### config.mk
export PLATFORM = sky130hd
export DESIGN_NAME = linear_ramp_animator
export DESIGN_NICKNAME = d
export VERILOG_FILES = /design/src/hdl/lra_pkg.sv /design/src/hdl/lra_ctrl.sv /design/src/hdl/lra_dp.sv /design/src/hdl/linear_ramp_animator.sv
export SDC_FILE = /design/constraint.sdc
export NUM_CORES = 1
export LEC_CHECK = 0
export ABC_CLOCK_PERIOD_IN_PS = 23600
export BUFFER_PORTS_ARGS = -buffer_cell sky130_fd_sc_hd__buf_2
export CAP_MARGIN = 20
export CORE_MARGIN = 2
export CORE_UTILIZATION = 35
export CTS_CLUSTER_DIAMETER = 200
export DETAILED_ROUTE_END_ITERATION = 8
export PLACE_DENSITY = 0.59
export SYNTH_ARGS = -nofsm -noshare
export SYNTH_HDL_FRONTEND = slang
export SYNTH_SLANG_ARGS = --single-unit
### constraint.sdc
create_clock -name clk -period 23.6 [get_ports clk]
set_input_delay 1.18 -clock clk [delete_from_list [all_inputs] [get_ports clk]]
set_output_delay 1.18 -clock clk [all_outputs]
set_load 0.02 [all_outputs]
### src/hdl/lra_pkg.sv
`timescale 1ns / 1ps
// Shared types and constants of the linear ramp animator.
// Depends on nothing; imported by the controller, datapath and top level.
package lra_pkg;

  localparam int LEVEL_BITS_DEF = 16;
  localparam int TIME_BITS_DEF = 20;

  typedef enum logic [1:0] {
    ACT_TICK = 2'd0,
    ACT_REACH = 2'd1,
    ACT_INIT = 2'd2,
    ACT_SET_START = 2'd3
  } action_t;

  typedef enum logic [1:0] {
    MODE_QUIET = 2'd0,
    MODE_UP = 2'd1,
    MODE_DOWN = 2'd2
  } mode_t;

  typedef enum logic [2:0] {
    ST_IDLE,
    ST_EXEC,
    ST_DIV,
    ST_UPD,
    ST_OUT
  } state_t;

  typedef struct packed {
    logic take;
    logic apply;
    logic snap;
    logic mul;
    logic div_step;
    logic update;
    logic load_out;
  } lra_cmd_t;

  typedef struct packed {
    action_t act;
    logic ramping;
    logic past_end;
    logic div_last;
    logic out_free;
  } lra_status_t;

endpackage

### src/hdl/lra_ctrl.sv
`timescale 1ns / 1ps
// Controller state machine of the linear ramp animator.
// Depends on lra_pkg; drives the datapath through lra_cmd_t commands.
module lra_ctrl
  import lra_pkg::*;
(
  input  logic        clk,
  input  logic        rst,
  input  logic        in_valid,
  output logic        in_ready,
  input  lra_status_t status,
  output lra_cmd_t    cmd
);

  state_t state;
  state_t state_next;

  always_ff @(posedge clk) begin
    if (rst) begin
      state <= ST_IDLE;
    end else begin
      state <= state_next;
    end
  end

  always_comb begin
    state_next = state;
    unique case (state)
      ST_IDLE: begin
        if (in_valid) begin
          state_next = ST_EXEC;
        end
      end
      ST_EXEC: begin
        if (status.act == ACT_TICK && status.ramping && !status.past_end) begin
          state_next = ST_DIV;
        end else begin
          state_next = ST_OUT;
        end
      end
      ST_DIV: begin
        if (status.div_last) begin
          state_next = ST_UPD;
        end
      end
      ST_UPD: begin
        state_next = ST_OUT;
      end
      ST_OUT: begin
        if (status.out_free) begin
          state_next = ST_IDLE;
        end
      end
      default: begin
        state_next = ST_IDLE;
      end
    endcase
  end

  always_comb begin
    cmd = '0;
    in_ready = 1'b0;
    unique case (state)
      ST_IDLE: begin
        in_ready = !rst;
        cmd.take = in_valid && !rst;
      end
      ST_EXEC: begin
        if (status.act != ACT_TICK) begin
          cmd.apply = 1'b1;
        end else if (status.ramping) begin
          if (status.past_end) begin
            cmd.snap = 1'b1;
          end else begin
            cmd.mul = 1'b1;
          end
        end
      end
      ST_DIV: begin
        cmd.div_step = 1'b1;
      end
      ST_UPD: begin
        cmd.update = 1'b1;
      end
      ST_OUT: begin
        cmd.load_out = status.out_free;
      end
      default: begin
        cmd = '0;
      end
    endcase
  end

`ifndef SYNTHESIS
  a_div_runs_on_tick: assert property (@(posedge clk) disable iff (rst)
    state == ST_DIV |-> $past(state) == ST_EXEC || $past(state) == ST_DIV)
    else $error("divider running outside a tick");
  a_one_beat_per_item: assert property (@(posedge clk) disable iff (rst)
    cmd.load_out |=> state == ST_IDLE)
    else $error("result loaded without returning to idle");
  a_take_only_idle: assert property (@(posedge clk) disable iff (rst)
    cmd.take |=> state == ST_EXEC)
    else $error("accepted beat not executed");
`endif

endmodule

### src/hdl/lra_dp.sv
`timescale 1ns / 1ps
// Datapath of the linear ramp animator: ramp state, multiplier, serial divider
// and the output register. Depends on lra_pkg; commanded by lra_ctrl.
module lra_dp
  import lra_pkg::*;
#(
  parameter int LEVEL_BITS = LEVEL_BITS_DEF,
  parameter int TIME_BITS = TIME_BITS_DEF
) (
  input  logic                  clk,
  input  logic                  rst,
  input  lra_cmd_t              cmd,
  output lra_status_t           status,
  input  action_t               in_action,
  input  logic [LEVEL_BITS-1:0] in_level,
  input  logic [TIME_BITS-1:0]  in_duration,
  output logic                  out_valid,
  input  logic                  out_ready,
  output logic [LEVEL_BITS-1:0] out_level,
  output mode_t                 out_mode
);

  localparam int PROD_W = LEVEL_BITS + TIME_BITS;
  localparam int CNT_W = $clog2(LEVEL_BITS);

  action_t               act;
  logic [LEVEL_BITS-1:0] lvl_q;
  logic [TIME_BITS-1:0]  dur_q;

  logic [LEVEL_BITS-1:0] level;
  logic [LEVEL_BITS-1:0] ramp_start;
  logic [LEVEL_BITS-1:0] ramp_target;
  logic [TIME_BITS-1:0]  ramp_duration;
  logic [TIME_BITS-1:0]  elapsed_ms;
  mode_t                 mode;

  logic [PROD_W-1:0]     work;
  logic [CNT_W-1:0]      cnt;

  logic [TIME_BITS:0]    e_full;
  logic [TIME_BITS-1:0]  e_t;
  logic                  rising;
  logic [LEVEL_BITS-1:0] span;
  logic [PROD_W-1:0]     product;
  logic [TIME_BITS:0]    shifted;
  logic [TIME_BITS:0]    diff;
  logic                  ge;
  logic [LEVEL_BITS-1:0] step;
  logic [LEVEL_BITS-1:0] cand;
  logic                  overshoot;

  assign e_full = {1'b0, elapsed_ms} + {{TIME_BITS{1'b0}}, 1'b1};
  assign e_t = e_full[TIME_BITS-1:0];
  assign rising = ramp_target >= ramp_start;
  assign span = rising ? ramp_target - ramp_start : ramp_start - ramp_target;
  assign product = PROD_W'(span) * PROD_W'(e_t);

  assign shifted = {work[PROD_W-1:LEVEL_BITS], work[LEVEL_BITS-1]};
  assign diff = shifted - {1'b0, ramp_duration};
  assign ge = shifted >= {1'b0, ramp_duration};

  assign step = work[LEVEL_BITS-1:0];
  assign cand = rising ? ramp_start + step : ramp_start - step;
  assign overshoot = (mode == MODE_UP && cand > ramp_target) ||
                     (mode == MODE_DOWN && cand < ramp_target);

  assign status.act = act;
  assign status.ramping = mode == MODE_UP || mode == MODE_DOWN;
  assign status.past_end = e_full > {1'b0, ramp_duration};
  assign status.div_last = cnt == CNT_W'(LEVEL_BITS - 1);
  assign status.out_free = !out_valid || out_ready;

  always_ff @(posedge clk) begin
    if (cmd.take) begin
      act <= in_action;
      lvl_q <= in_level;
      dur_q <= in_duration;
    end
    if (cmd.mul) begin
      work <= product;
      cnt <= '0;
    end else if (cmd.div_step) begin
      work <= {ge ? diff[TIME_BITS-1:0] : shifted[TIME_BITS-1:0],
               work[LEVEL_BITS-2:0], ge};
      cnt <= cnt + 1'b1;
    end
    if (cmd.load_out) begin
      out_level <= level;
      out_mode <= mode;
    end
  end

  always_ff @(posedge clk) begin
    if (rst) begin
      level <= '0;
      ramp_start <= '0;
      ramp_target <= '1;
      ramp_duration <= '0;
      elapsed_ms <= '0;
      mode <= MODE_QUIET;
    end else if (cmd.apply) begin
      unique case (act)
        ACT_REACH: begin
          ramp_target <= lvl_q;
          ramp_duration <= dur_q;
          elapsed_ms <= '0;
          if (dur_q == '0) begin
            level <= lvl_q;
            ramp_start <= lvl_q;
            mode <= MODE_QUIET;
          end else begin
            ramp_start <= level;
            if (lvl_q > level) begin
              mode <= MODE_UP;
            end else if (lvl_q < level) begin
              mode <= MODE_DOWN;
            end else begin
              mode <= MODE_QUIET;
            end
          end
        end
        ACT_INIT: begin
          level <= lvl_q;
          ramp_start <= lvl_q;
          ramp_target <= '1;
          mode <= MODE_QUIET;
        end
        ACT_SET_START: begin
          level <= lvl_q;
          ramp_start <= lvl_q;
        end
        default: begin
          level <= level;
        end
      endcase
    end else if (cmd.snap || (cmd.update && overshoot)) begin
      level <= ramp_target;
      ramp_start <= ramp_target;
      mode <= MODE_QUIET;
    end else if (cmd.update) begin
      level <= cand;
      elapsed_ms <= e_t;
    end
  end

  always_ff @(posedge clk) begin
    if (rst) begin
      out_valid <= 1'b0;
    end else if (cmd.load_out) begin
      out_valid <= 1'b1;
    end else if (out_ready) begin
      out_valid <= 1'b0;
    end
  end

`ifndef SYNTHESIS
  a_elapsed_bound: assert property (@(posedge clk) disable iff (rst)
    elapsed_ms <= ramp_duration)
    else $error("elapsed count beyond ramp duration");
  a_step_in_span: assert property (@(posedge clk) disable iff (rst)
    cmd.update |-> step <= span)
    else $error("ramp step exceeds span");
  a_snap_lands: assert property (@(posedge clk) disable iff (rst)
    cmd.snap |=> mode == MODE_QUIET && level == ramp_target)
    else $error("snap did not land on target");
  a_mul_when_ramping: assert property (@(posedge clk) disable iff (rst)
    cmd.mul |-> status.ramping && !status.past_end)
    else $error("ramp arithmetic started while quiet or past end");
`endif

endmodule

### src/hdl/linear_ramp_animator.sv
`timescale 1ns / 1ps
// Linear ramp animator: input and result streams, controller and datapath.
// Depends on lra_pkg, lra_ctrl and lra_dp.
//
// Input beats arrive on s_*: tuser carries the action (tick, reach, init,
// set start), tdata the level and duration. Every input beat yields exactly
// one result beat on m_* with the level and ramp state after that action.
// Reach, init, set start and ticks while quiet or at the ramp end are
// executed and then loaded into the result register. A tick during a ramp
// runs a multiply and a restoring divider that retires one quotient bit per
// cycle, then updates the level before its result is loaded. One beat is in
// work at a time; the next can be taken in the cycle after the result
// register is loaded. The result register holds its beat while m_tready
// is low and the block waits with s_tready low until it can load the next
// result. Reset gives level 0, start 0, target full scale, duration and
// elapsed count 0, and the quiet state, with no result pending; s_tready
// is held low while rst is high.
module linear_ramp_animator
  import lra_pkg::*;
#(
  parameter int LEVEL_BITS = LEVEL_BITS_DEF,
  parameter int TIME_BITS = TIME_BITS_DEF
) (
  input  logic clk,
  input  logic rst,
  input  logic s_tvalid,
  output logic s_tready,
  // level_in, duration_ms
  input  logic [((LEVEL_BITS + TIME_BITS + 7) / 8) * 8 - 1:0] s_tdata,
  // action
  input  logic [1:0] s_tuser,
  output logic m_tvalid,
  input  logic m_tready,
  // level_out, ramp_state
  output logic [((LEVEL_BITS + 2 + 7) / 8) * 8 - 1:0] m_tdata
);

  localparam int OUT_W = ((LEVEL_BITS + 2 + 7) / 8) * 8;

  lra_cmd_t              cmd;
  lra_status_t           status;
  logic [LEVEL_BITS-1:0] out_level;
  mode_t                 out_mode;

  lra_ctrl u_ctrl (
    .clk      (clk),
    .rst      (rst),
    .in_valid (s_tvalid),
    .in_ready (s_tready),
    .status   (status),
    .cmd      (cmd)
  );

  lra_dp #(
    .LEVEL_BITS (LEVEL_BITS),
    .TIME_BITS  (TIME_BITS)
  ) u_dp (
    .clk         (clk),
    .rst         (rst),
    .cmd         (cmd),
    .status      (status),
    .in_action   (action_t'(s_tuser)),
    .in_level    (s_tdata[LEVEL_BITS-1:0]),
    .in_duration (s_tdata[LEVEL_BITS+TIME_BITS-1:LEVEL_BITS]),
    .out_valid   (m_tvalid),
    .out_ready   (m_tready),
    .out_level   (out_level),
    .out_mode    (out_mode)
  );

  assign m_tdata = OUT_W'({out_mode, out_level});

endmodule
# Word level (Yosys, flattened, before mapping)

Cells that the tools add are included.

Bits in registers: 190
Input bits: 46
Output and inout port bits: 26
Logic and storage cells: 119

Add/subtract/negate cells: 7
Multipliers: 1
Order comparisons: 7
Equal/unequal tests: 17
Mux-type cells: 41
Reduce and logical (&&, ||, !) cells: 31

Operators with widths:

| cell                                                                   | number |
|---|---|
| 16-bit 2-to-1 mux                                                      | 8 |
| 20-bit 2-to-1 mux                                                      | 5 |
| 36-bit 2-to-1 mux                                                      | 2 |
| 16-bit case mux with 2 select lines                                    | 2 |
| 16-bit subtractor                                                      | 3 |
| 16-bit by 20-bit multiplier with 36-bit output                         | 1 |
| 16-bit greater-than comparator                                         | 2 |
| 16-bit less-than comparator                                            | 2 |
| 20-bit by 1-bit adder with 21-bit output (second input constant)       | 1 |
| 21-bit by 20-bit >= comparator with 1-bit output                       | 1 |
| 21-bit by 20-bit greater-than comparator with 1-bit output             | 1 |
| 20-bit zero test                                                       | 1 |
| 20-bit subtractor                                                      | 1 |
| 16-bit adder                                                           | 1 |
| 16-bit >= comparator                                                   | 1 |
| 3-bit 2-to-1 mux                                                       | 5 |
| 3-bit case mux with 5 select lines                                     | 1 |
| 2-bit 2-to-1 mux                                                       | 7 |
| 2-bit nonzero test                                                     | 6 |
| 1-bit 2-to-1 mux                                                       | 10 |
| 2-bit AND reduction                                                    | 5 |
| 2-bit equality test (second input constant)                            | 3 |
| 3-bit by 2-bit equality test with 1-bit output (second input constant) | 2 |
| 1-bit logical AND                                                      | 6 |
| other kinds (17)                                                       | 27 |

# Longest topological paths before layout

Depth after elaboration: 9
Depth in mapped cells: 41
Gate-level depth less buffers: 38

# Modules after synthesis

A second synthesis with hierarchy kept.

Cell total of the unflattened synthesis: 2679
Area total of the unflattened synthesis: 23135.9 um^2

Modules (own cells, without submodules):

| module               | instances | cells an instance | area an instance (um^2) | sequential area each (um^2) |
|---|---|---|---|---|
| lra_dp               | 1         | 2641              | 22838.2                 | 4664.5 |
| lra_ctrl             | 1         | 31                | 249.0                   | 60.1 |
| linear_ramp_animator | 1         | 7                 | 48.8                    | 0.0 |

# Least setup slack after synthesis

No wires, ideal clock.

Path type: register -> register
Start point: register u_dp.ramp_target[13]
End point: register u_dp.work[32] (data pin)
Setup time: 0.270 ns
Data arrival time: 8.724 ns
Required time: 23.330 ns
Path slack: 14.606 ns
Cell stages (with the launch flop): 40
Buffers on the path: 4
Clock period less this slack: 8.994 ns
Cell sequence: dfxtp_1 inv_1 ha_1 buf_4 and3_1 o21ai_0 and2_1 a41oi_4 buf_6 mux2i_1 o21ai_1 a31oi_1 o21bai_1 a21boi_1 xnor2_1 buf_2 buf_6 nand2_1 [4 not listed] fa_1 inv_1 fa_1 fa_1 inv_1 fa_1 inv_1 ha_1 and3_1 a221o_1 a21oi_1 o221ai_1 a221oi_1 nand2_1 a31o_2 a21oi_1 xor2_1 a21oi_1

Longest elaborated chain between the ends: 4
Elaborated cells on any way between the ends: 6
Those cells by class: add/sub: 2; mul: 1; order compare: 1; mux: 2

RTL lines:

| element                                                   | RTL line                   | source |
|---|---|---|
| start: declaration                                        | lra_dp.sv:32               | `logic [LEVEL_BITS-1:0] ramp_target;` |
| start signal: assignment                                  | lra_dp.sv:104              | `ramp_target <= lvl_q;` |
| 16-bit subtractor or 16-bit >= comparator (tied branches) | lra_dp.sv:55, lra_dp.sv:54 |  |
| 16-bit 2-to-1 mux (*)                                     | lra_dp.sv:55               | `assign span = rising ? ramp_target - ramp_start : ramp_start - ramp_target;` |
| 16-bit by 20-bit multiplier with 36-bit output (*)        | lra_dp.sv:56               | `assign product = PROD_W'(span) * PROD_W'(e_t);` |
| 36-bit 2-to-1 mux (*)                                     | lra_dp.sv:79               | `if (cmd.mul) begin` |
| end signal: assignment                                    | lra_dp.sv:80               | `work <= product;` |
| end signal: assignment                                    | lra_dp.sv:83               | `work <= {ge ? diff[TIME_BITS-1:0] : shifted[TIME_BITS-1:0],` |
| end: declaration                                          | lra_dp.sv:37               | `logic [PROD_W-1:0] work;` |

Mark *: on every way between the ends. The rest lies on a longest branch, timed or not.
A chain may end at the register's enable or synchronous reset.

# Worst setup path in the final report

Start point: register u_dp.ramp_target[0]
End point: register u_dp.work[32] (data pin)

Same word-level chain as after synthesis.

==> key figures <==
Critical path
  • Startpoint types: flip-flop
  • Launch point of the worst path: u_dp.ramp_target[0]
  • Worst setup path class: reg2reg
  • Worst Setup End Kind: flip-flop
  • CP Depth: 31
  • Max incr delay on CP: 1.00 ns
  • CP Buf/Inv Count: 4
  • Delay-heaviest family, CP: adder cells
  • Reg2reg start: u_dp.ramp_target[0]
  • Critical R2R Capture: u_dp.work[32]
  • Highest-delay cell along the critical path: a311oi_2
  • Worst Path Max Fanout: 35
  • CP required: 23.79 ns
  • R2R Setup Slk: 12.23 ns
  • Most Frequent Cell on Critical Path: fa_1
  • CP arrival: ~12 ns
  • Worst R2R Path Depth: 31
  • CP Capture Point: u_dp.work[32]

Logic synthesis
  • EDFF count, synth: 92
  • Compound-Gate Fraction of Synth Area: 0.125
  • Seq/Total Area, Yosys: 0.211
  • Mux share of post-synthesis cell area: 0.0162
  • Library cells used by synthesis: a little over 70
  • Synth Register Bits: 190
  • Main combinational cell family by area after synthesis: adder cells
  • Cells after synthesis: about 2600
  • Adder-Cell Fraction of Synth Area: 0.358
  • Most numerous cell in the Yosys netlist: inv_1
  • Largest cells by area after synthesis: fa_1 23%, ha_1 13%, edfxtp_1 12%
  • Post-synth top cells: 397 x inv_1, 302 x nand2_1, 254 x fa_1, 249 x nor2_1, 235 x ha_1
  • Ys async rst share: 0
  • Yosys warnings: 0
  • Post-Syn Area: 22400 sq um
  • Ys flop type: dfxtp_1
  • Simple-Gate Fraction of Synth Area: 0.159
  • Post-synth top area cell: fa_1
  • Synth Area per Inst: a little under 9 sq um
  • Xor and xnor area share after synthesis: 0.0426
  • Yosys top cell area share: 0.227

Die
  • Die area: 66100 sq um
  • Die Y-Extent: about 260 um
  • Core area: around 63000 sq um
  • Ports: slightly above 70
  • DIE WIDTH: 257 um
  • # rows: between 90 and 100
  • Initial core utilization: 0.355

Pwr
  • Switching Share: 0.345
  • Max VDD drop: 0.0000560 V
  • Power density cells: between 30 and 40 nW/um^2
  • LEAKAGE: around 12 nW
  • Clock network power share: 0.331
  • Seq pwr share: 0.399
  • Net Switching: between 0.3 and 0.4 mW
  • P_int: approximately 0.59 mW
  • Combinational share of power: 0.270

Clocking
  • # hold bufs at CTS: 0
  • Htree depth: 4
  • Clock Root Buffer: clkbuf_16
  • TritonCTS clock tree: yes
  • CTS Buf Count: 17
  • Clock Path Buffers: 2
  • CTS clk-pin slew, worst paths: 0.08 ns
  • Postcts setup bufs: 0
  • Resize count post-CTS: 0
  • Worst skew pair latency: ~0.45 ns
  • Clock Sinks: 190

Routing
  • Drt drc: 0
  • Via count: ~18000
  • Drt total wl: around 60000 um
  • Antenna Nets Post-Route: 0
  • Vias per std cell: ~5.1
  • Routed len/inst: approximately 17 um
  • First DRT Iteration DRCs: between 1000 and 1500
  • DRT Pass-1 Iters: 6

Run
  • Max Cap Viol: 0

Timing
  • Setup violators final: 0
  • Final Skew: 0.0110 ns
  • RSZ-0062 raised after global routing: false
  • Final Hold Vio Count: 0
  • Pins Over Slew Limit: 0
  • Final Critical Period: about 11 ns
  • Crit share post-route: 0.482
  • Final setup TNS: 0 ns
  • Fmax achieved: approximately 0.088 GHz
  • Worst-margin pin slew: roughly 1.2 ns
  • Slew HR: 0.211

Cells and area
  • Final nets: about 3100
  • Area added between synthesis and finish: 8.35%
  • Fraction of layout cells with a size suffix above 1: 0.0633
  • Fin area: roughly 24000 sq um
  • ANT cells: 0

GRT
  • Initial antenna violation count: 0
  • Tot GR Track Use: 0.181
  • Pin count of the biggest net entering global routing: 83
  • First-pass GRT wire length: between 90000 and 100000 um
  • Grt ovf: 0
  • Vias in the first global route: between 15000 and 20000

Worst hold path
  • Worst min path class: reg2reg

Placed design
  • Number of port buffers: slightly above 60
  • HPWL Detailed: ~46000 um
  • Placer Congestion: between 0.8 and 0.9
  • Placed inst area: around 24000 sq um

Status
  • Outcome: complete, no violations
[stage by stage]
stage,instances,setup WS (ns),util,power (mW),hold WS [ns]
6_report,3451,12.23,0.384,0.905,0.466
5_1_grt,3451,11.64,0.384,0.950,0.484
4_1_cts,3447,11.99,0.384,0.909,0.468
3_5_place_dp,3415,12.05,0.374,0.610,0.457
3_3_place_gp,3415,12.01,0.374,0.605,0.449
2_1_floorplan,2579,14.61,-,0.536,0.430
[how the worst min path moves through the flow]
stage | startpoint | end | slack [ns] | cells after the start
2_1_floorplan | u_dp.level[2] | u_dp.out_level[2] | 0.43 | 0
3_3_place_gp | u_dp.ramp_duration[16] | u_dp.ramp_duration[16] | 0.45 | 2
3_5_place_dp | u_dp.ramp_duration[9] | u_dp.ramp_duration[9] | 0.46 | 2
4_1_cts | u_dp.ramp_duration[9] | u_dp.ramp_duration[9] | 0.47 | 2
5_1_grt | u_dp.ramp_duration[13] | u_dp.ramp_duration[13] | 0.48 | 2
6_report | u_dp.ramp_duration[5] | u_dp.ramp_duration[5] | 0.47 | 2
[cell type report]
class / instances / area, sq um
fillers: 6345 / 38900
multi-input cells: 1877 / 15800
flip-flops and latches: 190 / 4720
inverters: 404 / 1520
well taps: 846 / 1060
repair buffers: 102 / 633
clock buffers: 18 / 450
clock inverters: 14 / 141
[cell usage in the layout (no fill, tap or decap), drive strengths merged, types with 23 or more instances in the layout]
| cell | synthesis | final |
|---|---|---|
| nand4 | 23 | 23 |
| a21oi | 130 | 130 |
| nor2 | 249 | 249 |
| nor2b | 24 | 24 |
| inv | 397 | 404 |
| and2 | 28 | 28 |
| a31oi | 27 | 27 |
| o211ai | 40 | 40 |
| xnor2 | 60 | 60 |
| nand2 | 303 | 303 |
| xor2 | 49 | 49 |
| nand3 | 47 | 47 |
| fa | 254 | 254 |
| ha | 235 | 235 |
| o21ai | 84 | 84 |
| edfxtp | 92 | 92 |
| dfxtp | 98 | 98 |
| nor3 | 35 | 35 |
| nand2b | 39 | 39 |
| buf | 22 | 102 |
| mux2i | 25 | 25 |
| o21bai | 30 | 30 |
| a21o | 48 | 48 |
[routing by layer]
layer  global-route usage  vias to the layer above  part of all wire
met5                    0                        -                 0
met4               0.0386                        0             0.015
met3               0.0169                       63             0.038
met2                0.316                      394              0.49
met1                0.243                     8835              0.45
li1                     -                     8435                 -
[power groups by stage]
stage | registers [mW] | clock network, mW | logic [mW]
2_1_floorplan | 0.367 | 0 | 0.169
3_3_place_gp | 0.369 | 0 | 0.236
3_5_place_dp | 0.369 | 0 | 0.241
4_1_cts | 0.361 | 0.305 | 0.243
5_1_grt | 0.362 | 0.316 | 0.272
6_report | 0.361 | 0.300 | 0.244
[sequential cells by signal, indices dropped and copies added, names as in the netlist]
name / cells
u_dp.mode: 2
u_dp.cnt: 4
u_dp.work: 36
u_dp.ramp_target: 16
u_dp.lvl_q: 16
u_dp.out_mode: 2
u_dp.elapsed_ms: 20
u_dp.level: 16
u_dp.out_level: 16
u_dp.ramp_start: 16
u_ctrl.state: 3
u_dp.ramp_duration: 20
u_dp.dur_q: 20
u_dp.out_valid: 1
u_dp.act: 2
[kinds of logic (layout without fill, tap and decap cells)]
logic type,Yosys count,after routing
compound gates,436,436
xor+xnor,109,109
fa+ha+maj,489,489
buf+inv,512,538
flops,190,190
mux,34,34
other cells,1,6
simple gates,803,803
[worst min-delay path, stage by stage, from the launching register on]
cell	delay, ns
dfxtp_1	0.32
nand2_1	0.05
a21oi_1	0.05
(Power assumes the default switching activity.)
